==> src/hw/rtl/tae_pkg.sv <==
package tae_pkg;

    // curve table geometry
    localparam int CURVE_TABLE_BITS = 10;
    localparam int CURVE_N          = 1 << CURVE_TABLE_BITS;
    localparam int CURVE_SHIFT      = 16 - CURVE_TABLE_BITS;

    // divider layout: quotient bits resolved per stage
    localparam int DIV_QUO_BITS = 16;
    localparam int DIV_STEPS    = 2;
    localparam int DIV_STAGES   = DIV_QUO_BITS / DIV_STEPS;

    localparam logic [16:0] ONE_Q16 = 17'd65536;

    // animation kinds
    localparam logic [2:0] KIND_LOWER   = 3'd0;
    localparam logic [2:0] KIND_TITLE   = 3'd1;
    localparam logic [2:0] KIND_KINETIC = 3'd2;
    localparam logic [2:0] KIND_TICKER  = 3'd3;
    localparam logic [2:0] KIND_POP     = 3'd4;

    // series constants in Q30
    localparam logic [63:0] LN2_Q30    = 64'd744261118;
    localparam logic [63:0] PI_Q30     = 64'd3373259426;
    localparam logic [63:0] HALFPI_Q30 = 64'd1686629713;
    localparam logic [63:0] ANGLE_Q30  = 64'd6743098655;

    // side info carried alongside the divider
    typedef struct packed {
        logic [2:0] kind;
        logic       pos;
        logic       ge;
    } t_tag;

    typedef logic        [16:0] t_exp_tab [0:CURVE_N];
    typedef logic signed [17:0] t_sin_tab [0:CURVE_N];

    // e^z, z in Q30, result in Q30
    function automatic logic [63:0] f_exp_series(input logic [63:0] z);
        logic [63:0] sum;
        logic [63:0] term;
        sum  = 64'd1 << 30;
        term = 64'd1 << 30;
        for (int n = 1; n <= 20; n++) begin
            term = ((term * z) >> 30) / 64'(n);
            sum  = sum + term;
        end
        return sum;
    endfunction

    // sin(a), a in Q30 within [0, pi/2], result in Q30
    function automatic logic signed [63:0] f_sin_series(input logic [63:0] a);
        logic signed [63:0] sum;
        logic        [63:0] term;
        sum  = signed'(a);
        term = a;
        for (int n = 1; n <= 12; n++) begin
            term = ((((term * a) >> 30) * a) >> 30) / 64'((2 * n) * (2 * n + 1));
            if ((n % 2) == 1) sum = sum - signed'(term);
            else              sum = sum + signed'(term);
        end
        return (sum < 0) ? 64'sd0 : sum;
    endfunction

    function automatic t_exp_tab f_build_exp();
        t_exp_tab    tab;
        logic [63:0] m;
        logic [63:0] k;
        logic [63:0] r;
        logic [63:0] e;
        for (int i = 0; i <= CURVE_N; i++) begin
            m = 64'(10 * i);
            k = m >> CURVE_TABLE_BITS;
            r = m & 64'(CURVE_N - 1);
            if (r == 0) e = 64'd1 << 31;
            else e = f_exp_series(((64'(CURVE_N) - r) * LN2_Q30) >> CURVE_TABLE_BITS);
            tab[i] = 17'((e * 64'd65536 + (64'd1 << (30 + k))) >> (31 + k));
        end
        return tab;
    endfunction

    function automatic t_sin_tab f_build_sin();
        t_sin_tab           tab;
        logic        [63:0] a;
        logic               neg;
        logic signed [63:0] s;
        for (int i = 0; i <= CURVE_N; i++) begin
            a   = (ANGLE_Q30 * 64'(i)) >> CURVE_TABLE_BITS;
            neg = 1'b0;
            if (a >= PI_Q30) begin
                a   = a - PI_Q30;
                neg = 1'b1;
            end
            if (a > HALFPI_Q30) a = (a >= PI_Q30) ? 64'd0 : PI_Q30 - a;
            s      = (f_sin_series(a) + 64'sd8192) >>> 14;
            tab[i] = neg ? 18'(-s) : 18'(s);
        end
        return tab;
    endfunction

    localparam t_exp_tab EXP_TAB = f_build_exp();
    localparam t_sin_tab SIN_TAB = f_build_sin();

endpackage

==> src/hw/rtl/tae_div.sv <==
module tae_div (
    input  logic              i_clk,
    input  logic              i_rst_n,
    input  logic              i_en,
    input  logic              i_valid,
    input  logic [23:0]       i_num,
    input  logic [23:0]       i_den,
    input  tae_pkg::t_tag     i_tag,
    output logic              o_valid,
    output logic [15:0]       o_quo,
    output tae_pkg::t_tag     o_tag
);
    import tae_pkg::*;

    logic        r_vld [0:DIV_STAGES-1];
    logic [23:0] r_rem [0:DIV_STAGES-1];
    logic [23:0] r_den [0:DIV_STAGES-1];
    logic [15:0] r_quo [0:DIV_STAGES-1];
    t_tag        r_tag [0:DIV_STAGES-1];

    logic        n_vld [0:DIV_STAGES-1];
    logic [23:0] n_rem [0:DIV_STAGES-1];
    logic [23:0] n_den [0:DIV_STAGES-1];
    logic [15:0] n_quo [0:DIV_STAGES-1];
    t_tag        n_tag [0:DIV_STAGES-1];

    // one restoring step: shift in a zero, subtract when it fits
    function automatic logic [24:0] f_step(input logic [23:0] rem, input logic [23:0] den);
        logic [24:0] t;
        t = {rem, 1'b0};
        if (t >= {1'b0, den}) return {1'b1, 24'(t - {1'b0, den})};
        return {1'b0, t[23:0]};
    endfunction

    // each stage resolves DIV_STEPS quotient bits
    always_comb begin
        logic [24:0] st;
        logic [23:0] rem;
        logic [15:0] quo;
        for (int s = 0; s < DIV_STAGES; s++) begin
            if (s == 0) begin
                n_vld[s] = i_valid;
                n_den[s] = i_den;
                n_tag[s] = i_tag;
                rem      = i_num;
                quo      = '0;
            end else begin
                n_vld[s] = r_vld[s-1];
                n_den[s] = r_den[s-1];
                n_tag[s] = r_tag[s-1];
                rem      = r_rem[s-1];
                quo      = r_quo[s-1];
            end
            for (int b = 0; b < DIV_STEPS; b++) begin
                st  = f_step(rem, n_den[s]);
                rem = st[23:0];
                quo = {quo[14:0], st[24]};
            end
            n_rem[s] = rem;
            n_quo[s] = quo;
        end
    end

    always_ff @(posedge i_clk) begin
        for (int s = 0; s < DIV_STAGES; s++) begin
            if (!i_rst_n) r_vld[s] <= 1'b0;
            else if (i_en) r_vld[s] <= n_vld[s];
        end
    end

    always_ff @(posedge i_clk) begin
        if (i_en) begin
            for (int s = 0; s < DIV_STAGES; s++) begin
                r_rem[s] <= n_rem[s];
                r_den[s] <= n_den[s];
                r_quo[s] <= n_quo[s];
                r_tag[s] <= n_tag[s];
            end
        end
    end

    assign o_valid = r_vld[DIV_STAGES-1];
    assign o_quo   = r_quo[DIV_STAGES-1];
    assign o_tag   = r_tag[DIV_STAGES-1];

endmodule

==> config.mk <==
export PLATFORM = sky130hd
export DESIGN_NAME = tae_div
export DESIGN_NICKNAME = d
export VERILOG_FILES = /design/src/hw/rtl/tae_pkg.sv /design/src/hw/rtl/tae_div.sv
export SDC_FILE = /design/constraint.sdc
export NUM_CORES = 1
export LEC_CHECK = 0
export ABC_CLOCK_PERIOD_IN_PS = 6300
export BUFFER_PORTS_ARGS = -buffer_cell sky130_fd_sc_hd__buf_4
export CORE_AREA = 2 2 256 258
export CTS_CLUSTER_SIZE = 40
export DETAILED_ROUTE_END_ITERATION = 10
export DIE_AREA = 0 0 258 260
export PLACE_DENSITY = 0.84
export REMOVE_ABC_BUFFERS = 1
export SKIP_CTS_REPAIR_TIMING = 1
export SLEW_MARGIN = 15
export SYNTH_ARGS = -nofsm -noshare
export SYNTH_HDL_FRONTEND = slang
export SYNTH_SLANG_ARGS = --single-unit
==> constraint.sdc <==
create_clock -name i_clk -period 6.3 [get_ports i_clk]
set_input_delay 0 -clock i_clk [delete_from_list [all_inputs] [get_ports i_clk]]
set_output_delay 0 -clock i_clk [all_outputs]
set_load 0.005 [all_outputs]
-- Word level (Yosys, flattened, before mapping)
Memory sizes are Yosys's and may differ from the RTL's.
Index checks and enable logic that the tools add are counted.
- add/subtract/negate cells: 16
- order comparisons: 16
- mux-type cells: 61
- bitwise logic cells: 8
- operators by type and width (kind ; count):
    $mux 25 ; 32
    $ge 25x24->1 ; 16
    $sub 24x24->24 ; 16
    $mux 1 ; 29
    $or 1x1->1 ; 8
- flip-flop bits (word level): 0
- RAM bits: 560
- input bits: 57
- word-level logic and storage cells: 106
- memories kept: 5
- memories (memory ; depth ; width ; read ports ; clocked after Yosys merged registers in ; write ports ; RTL line ; source):
    r_den ; 8 ; 24 ; 7 ; 0 ; 8 ; tae_div.sv:17 ; logic [23:0] r_den [0:DIV_STAGES-1];
    r_rem ; 8 ; 24 ; 7 ; 0 ; 8 ; tae_div.sv:16 ; logic [23:0] r_rem [0:DIV_STAGES-1];
    r_quo ; 8 ; 16 ; 8 ; 0 ; 8 ; tae_div.sv:18 ; logic [15:0] r_quo [0:DIV_STAGES-1];
    r_tag ; 8 ; 5 ; 8 ; 0 ; 8 ; tae_div.sv:19 ; t_tag r_tag [0:DIV_STAGES-1];
    r_vld ; 8 ; 1 ; 8 ; 0 ; 8 ; tae_div.sv:15 ; logic r_vld [0:DIV_STAGES-1];

-- Longest topological paths before layout
Gate-level depths: netlist of run 1.
An unclocked memory read counts as a cell.
- depth in word-level cells: 7
- gate-level depth with buffers: 30

-- Worst setup path after synthesis of run 1
No wires, ideal clock.
- kind: register -> register
- start point: mem r_den[4][4]
- end point: mem r_rem[5][10], data pin
- library setup time: 0.260 ns
- arrival: 5.557 ns
- setup slack: 0.483 ns
- stages on the path, launching flop included: 27
- path buffers: 3
- period minus slack after synthesis: 5.817 ns
- cells stage by stage: edfxtp_1 -> inv_1 -> ha_1 -> a211oi_1 -> nor3b_1 -> o31a_1 -> a211o_1 -> a21oi_2 -> o21ai_2 -> a31oi_2 -> o21ai_1 -> buf_4 -> clkbuf_1 -> and2_1 -> ha_1 -> nor2b_1 -> o31a_1 -> o2111ai_1 -> nand2_1 -> a31oi_1 -> o221ai_1 -> o31a_1 -> o21a_1 -> nor2_1 -> o211ai_2 -> buf_6 -> mux2_4
- RTL lines (item ; RTL line):
    start: declaration ; tae_div.sv:17
    end: declaration ; tae_div.sv:16

==> results of run 1 <==
## synth_stat cells, types with 10 or more instances
| cell type | instances | area share, % |
|---|---|---|
| and4_1 | 12 | 0.30 |
| mux2_2 | 71 | 2.3 |
| o21bai_1 | 40 | 0.86 |
| nand2b_1 | 46 | 0.82 |
| a21oi_1 | 332 | 4.7 |
| nor2b_1 | 39 | 0.70 |
| nor4_1 | 12 | 0.21 |
| or3_1 | 13 | 0.23 |
| nand3_1 | 54 | 0.77 |
| clkbuf_1 | 38 | 0.41 |
| nand4_1 | 41 | 0.73 |
| a31oi_1 | 28 | 0.50 |
| a221oi_1 | 10 | 0.25 |
| a21o_1 | 145 | 3.1 |
| mux2_4 | 34 | 1.5 |
| nor2_1 | 241 | 2.6 |
| o211ai_1 | 14 | 0.30 |
| o31ai_1 | 19 | 0.41 |
| o21ai_1 | 81 | 1.2 |
| ha_1 | 376 | 13 |
| xnor2_1 | 193 | 4.8 |
| mux2_1 | 55 | 1.8 |
| o21ai_0 | 147 | 2.1 |
| nor3_1 | 39 | 0.56 |
| inv_1 | 280 | 3.0 |
| o21a_1 | 63 | 1.3 |
| and2_1 | 29 | 0.52 |
| a211oi_1 | 27 | 0.58 |
| buf_2 | 12 | 0.17 |
| nand2_1 | 235 | 2.5 |
| xor2_1 | 106 | 2.6 |
| and3_1 | 29 | 0.52 |
| a211o_1 | 17 | 0.42 |
| edfxtp_1 | 455 | 39 |
## final cells by class
cell class	instances	area, um2
multi-input cells	2714	20100
clock buffers	63	1320
repair buffers	207	1790
well taps	855	1070
clock inverters	28	282
inverters	287	1080
fillers	5070	24800
flip-flops and latches	456	13700
## cells by family after synthesis
| logic type | count (synthesis) |
|---|---|
| simple gates | 826 |
| flops | 456 |
| fa+ha+maj | 384 |
| buf+inv | 351 |
| mux | 168 |
| compound gates | 1036 |
| xor+xnor | 299 |
## layer usage
layer	wire [um]	share of wire (%)
met1	30000	37
met4	5740	7.2
met5	0	0
met3	2700	3.4
met2	41700	52
## state kept, by name (all words and copies together), names as in the netlist
name,cells
r_rem,168
r_tag,40
r_quo,72
r_vld,8
r_den,168
## how the worst min path moves through the flow
stage,end,slack [ns]
global placement,r_tag[0][3],0.18
detailed placement,r_tag[0][0],0.18
CTS,r_tag[0][1],-0.47
finish,r_rem[0][2],-0.02
floorplan,r_den[0][0],0.1
global route,r_rem[0][2],0.007
## per-stage QoR
step / instance area, um2 / worst slack [ns]
detailed placement: 37100 / 0.0656
global route: 39300 / -0.0472
CTS: 38700 / 0.0229
floorplan: 34700 / -0.494
global placement: 37100 / 0.121
finish: 39300 / 0.211
## worst max-delay path, stage by stage (launching register included)
cell,delay (ns)
edfxtp_1,0.38
inv_1,0.10
ha_1,0.30
a211oi_1,0.30
nor3b_1,0.12
o31a_1,0.29
a211o_1,0.32
a21oi_2,0.20
o21ai_2,0.11
a31oi_4,0.30
o21ai_4,0.16
buf_4,0.22
mux2_2,0.28
ha_1,0.35
o21a_1,0.20
a221o_1,0.37
a31oi_2,0.27
o221ai_1,0.21
o31a_1,0.29
o21a_1,0.17
nor2_1,0.23
o211ai_4,0.10
buf_4,0.24
mux2_1,0.33
==> flow_summary.toml, run 1 <==
[synthesis]
synth_simple_gate_area_share_pct = 11.2
ys_types = 92
synth_top_family_by_area = "compound AO/OA/AOI/OAI gates"
ys.flop_type = "edfxtp_1"
ys_seq_area_share_pct = 39.0
yosysWarnings = 0
netlist_area_um2 = 35100
synth-edff-count = 455
synth_cells = 3520
synthMuxAreaShare_pct = 5.73
synth-adder-area-share_pct = 13.9
avgSynthCellArea_um2 = 9.96
synth_compound_area_share_pct = 18.7
async_reset_ff_share_pct = 0
synth_xor_area_share_pct = 7.47
synth_seq_cells = 456

[clock_network]
cts_tree = "yes"
cts_max_level = 2
clk_pin_slew_ns = 0.06
clk_latency_ns = 0.60
cts-root-buf = "clkbuf_16"
cts_buffer_depth = 3
clock_sinks = 456
cts_buffers = 50

[timing]
timing.hold.ws_ns = -0.0234
setup_tns_ns = 0
setup_viol = 0
hold_violations = 1
finalCritPeriodShare_pct = 96.7
clock_skew_ns = 0.0193
clock.fmax_ghz = 0.164
drv_slew = 0
min_period_ns = 6.09
worst_slew_pin_slew_ns = 1.02
slew-limit-headroom_pct = 31.7

[final_layout]
layout-drive-gt1-share_pct = 9.96
final_common_cell = "edfxtp_1"
utilization_pct = 61.3
area_delta_synth_final_pct = 12.0
antenna_cells = 0
nets = 4157
final_cell_mix = "edfxtp_1, ha_1, a21oi_1"
fin_cells = 4610

[global_route]
antenna_found_initial = 0
grt_usage_pct = 23.1
grt_max_degree = 165
use_met2_pct = 44.8
grt_use_met3_pct = 2.58
grt_pass1_wl_um = 128000
globalRoute.totalOverflow = 0
grt_pass1_vias = 27200
grt_use_met1_pct = 23.3
grt_busiest_layer = "met2"

[worst_setup_path]
r2r.worst_path.cells = 23
critPathLaunch = "r_den[4][4]"
cp.arrival_ns = 6.42
critPathCapture = "r_rem[5][2]"
cp-start-kind = "flop"
critical_path_class = "flop to flop"
reg2reg_to = "r_rem[5][2]"
timing.rr.start = "r_den[4][4]"
required_ns = 6.63
path_max_fanout = 16
r2r_slack_ns = 0.21
cp-end-kind = "flop"

[floorplanning]
coreArea_um2 = 64100
die_height_um = 260
rows = 93
ios = 79
start_util_pct = 54.7
dieArea_um2 = 67100
die_w_um = 258

[placed_design]
io_buffers = 78
place_inst = 4459
dp_hpwl_um = 61400
gp_congestion = 0.987

[detailed_routing]
vias = 27200
wl_per_cell_um = 17.4
remaining_drc_errors = 0
wirelength_um = 80200
vias_per_cell = 5.89
drt_iter0_drc = 1564
dr.pass1.iters = 6
drtAntennaViolNets = 0

[hold_path]
hp-start = "i_num[0]"
hp-class = "input pin to flop"
min_path_cells = 4

[status]
outcome = "complete, but fails checks"
violations = "hold timing"

[job]
maxCapViolations = 0
Power of run 1 is not shown: default switching activity piles up to over one toggle a cycle in this logic, so the estimate is an artifact.
==> inputs of run 2 (changes only) <==
ABC_CLOCK_PERIOD_IN_PS = 7700   (was 6300)
PLACE_DENSITY = 0.81   (was 0.84)
clock period = 7.7 ns   (was 6.3 ns; I/O delays follow)
==> run 2 against run 1 <==
  * The run still ends with hold timing left
  * Largest cell class unchanged
  * First-iteration DRC count shrank 24%
  * Sequential cell count is the same
  * Critical endpoint is now r_rem[2][8]
  * Final cell count shrank 1.1%
==> flow_summary.toml, run 2 (synthesis gave the netlist of run 1 again) <==
[status]
violations = "hold timing"
outcome = "complete, but fails checks"

[final_layout]
antenna_cells = 0
layout-drive-gt1-share_pct = 8.93
nets = 4103
area_delta_synth_final_pct = 10.8
final_common_cell = "edfxtp_1"
final_cell_mix = "edfxtp_1, ha_1, a21oi_1"
reg.largest.list = "r_den (168), r_rem (168), r_quo (72)"

[clock_network]
cts_buffer_depth = 3
cts_max_level = 2
clk_latency_ns = 0.60
cts_buffers = 51
clock_sinks = 456
clk_pin_slew_ns = 0.06
cts-root-buf = "clkbuf_16"
cts_tree = "yes"

[detailed_routing]
vias = 26600
wl_per_cell_um = 17.6
drtAntennaViolNets = 0
drt_iter0_drc = 1182
highest_layer = "met4"
wirelength_um = 80400
route.met3.wl_um = 2280
vias_per_cell = 5.83
remaining_drc_errors = 0
dr.pass1.iters = 6
route.met2.wl_um = 42400
met1_length_um = 30500

[global_route]
grt_pass1_vias = 26800
antenna_found_initial = 0
grt_usage_pct = 23.5
grt_max_degree = 124
grt_pass1_wl_um = 129000
globalRoute.totalOverflow = 0

[floorplanning]
start_util_pct = 54.7
die_height_um = 260
coreArea_um2 = 64100
rows = 93
die_w_um = 258
ios = 79
dieArea_um2 = 67100

[timing]
clock.fmax_ghz = 0.149
worst_slew_pin_slew_ns = 0.941
timing.hold.ws_ns = -0.0199
drv_slew = 0
hold_violations = 3
rsz0062_at_grt = "false"
finalCritPeriodShare_pct = 87.4
setup_tns_ns = 0
slew-limit-headroom_pct = 37.3
min_period_ns = 6.73
setup_viol = 0
clock_skew_ns = 0.0189

[hold_path]
hold_path_end = "r_rem[0][18]"
hp-class = "input pin to flop"
min_path_cells = 5
hp-start = "i_num[16]"

[worst_setup_path]
cp-start-kind = "flop"
path_max_fanout = 24
cp-end-kind = "flop"
r2r_slack_ns = 0.97
r2r.worst_path.cells = 23
cp_top_family = "compound AO/OA/AOI/OAI gates"
timing.rr.start = "r_den[1][1]"
crit_chain = "inv_1 -> ha_1 -> nor2b_1 -> o21ai_1 -> a21boi_1 -> o21a_1 -> a31oi_1 -> and4b_1 -> o21a_1 -> inv_2 -> mux2_2 -> ha_1 -> a21o_1 -> a21o_1 -> nor2_1 -> nand2_1 -> o21ai_1 -> nand3_1 -> a41o_1 -> a211o_1 -> a21oi_2 -> buf_4 -> mux2_2"
required_ns = 8.03
cp.arrival_ns = 7.06
critPathMaxStageDelay_ns = 0.56
cp.buffers_inverters = 3
critical_path_class = "flop to flop"
reg2reg_to = "r_rem[2][8]"
cp_slowest_cell = "a31oi_1"

[placed_design]
io_buffers = 78
dp_hpwl_um = 62500
gp_congestion = 0.959

[job]
maxCapViolations = 0
[run 2: cell types whose count changed in the layout (fill, tap and decap cells not counted), moves of 2 or more]
cell / before / now
buf_12: 8 / 2
buf_4: 145 / 101
clkbuf_1: 12 / 7
clkinv_2: 4 / 6
clkinv_4: 0 / 2
clkinvlp_4: 5 / 10
dlygate4sd3_1: 53 / 49
[run 2: final cells by class]
| class | instances | area, um2 |
|---|---|---|
| sequential | 456 | 13700 |
| inverter | 287 | 1080 |
| tap | 855 | 1070 |
| timing repair buffer | 153 | 1300 |
| clock buffer | 59 | 1330 |
| multi-input combinational | 2713 | 20000 |
| clock inverter | 37 | 369 |
| fill | 5241 | 25300 |
[run 2: metal layers]
metal	GRT usage, %	vias to the layer above
li1	-	13300
met1	23.7	12500
met2	46.0	568
met3	2.54	243
met4	14.7	0
met5	0	-
[run 2: how the worst max path moves through the flow]
stage / start / cells after the start / endpoint / slack, ns
floorplan: r_rem[4][3] / 20 / r_rem[5][1] / 0.91
global placement: r_den[1][1] / 23 / r_rem[2][10] / 1.21
detailed placement: r_den[1][1] / 23 / r_rem[2][10] / 1.12
CTS: r_den[4][4] / 26 / r_rem[5][17] / 1.08
global route: r_den[3][1] / 26 / r_rem[4][20] / 0.61
finish: r_den[1][1] / 23 / r_rem[2][8] / 0.97
[run 2: through the flow]
stage,utilization [%],instance area [um2],hold WS (ns),std cells,setup WS (ns)
after floorplan,-,34700,0.0989,3456,0.906
after global placement,57.2,36700,0.179,4415,1.21
after detailed placement,57.2,36700,0.180,4415,1.12
after CTS,59.8,38400,-0.468,4511,1.08
after global routing,60.6,38800,0.00255,4560,0.613
final,60.6,38800,-0.0199,4560,0.973
[run 2: worst register-to-register path: stages (launching register included)]
cell	delay, ns
edfxtp_1	0.51
inv_1	0.12
ha_1	0.32
nor2b_1	0.13
o21ai_1	0.19
a21boi_1	0.14
o21a_1	0.25
a31oi_1	0.56
and4b_1	0.28
o21a_1	0.17
inv_2	0.15
mux2_2	0.34
ha_1	0.35
a21o_1	0.21
a21o_1	0.19
nor2_1	0.23
nand2_1	0.09
o21ai_1	0.19
nand3_1	0.24
a41o_1	0.32
a211o_1	0.32
a21oi_2	0.42
buf_4	0.36
mux2_2	0.38
Power of run 2 is left out for the same reason.
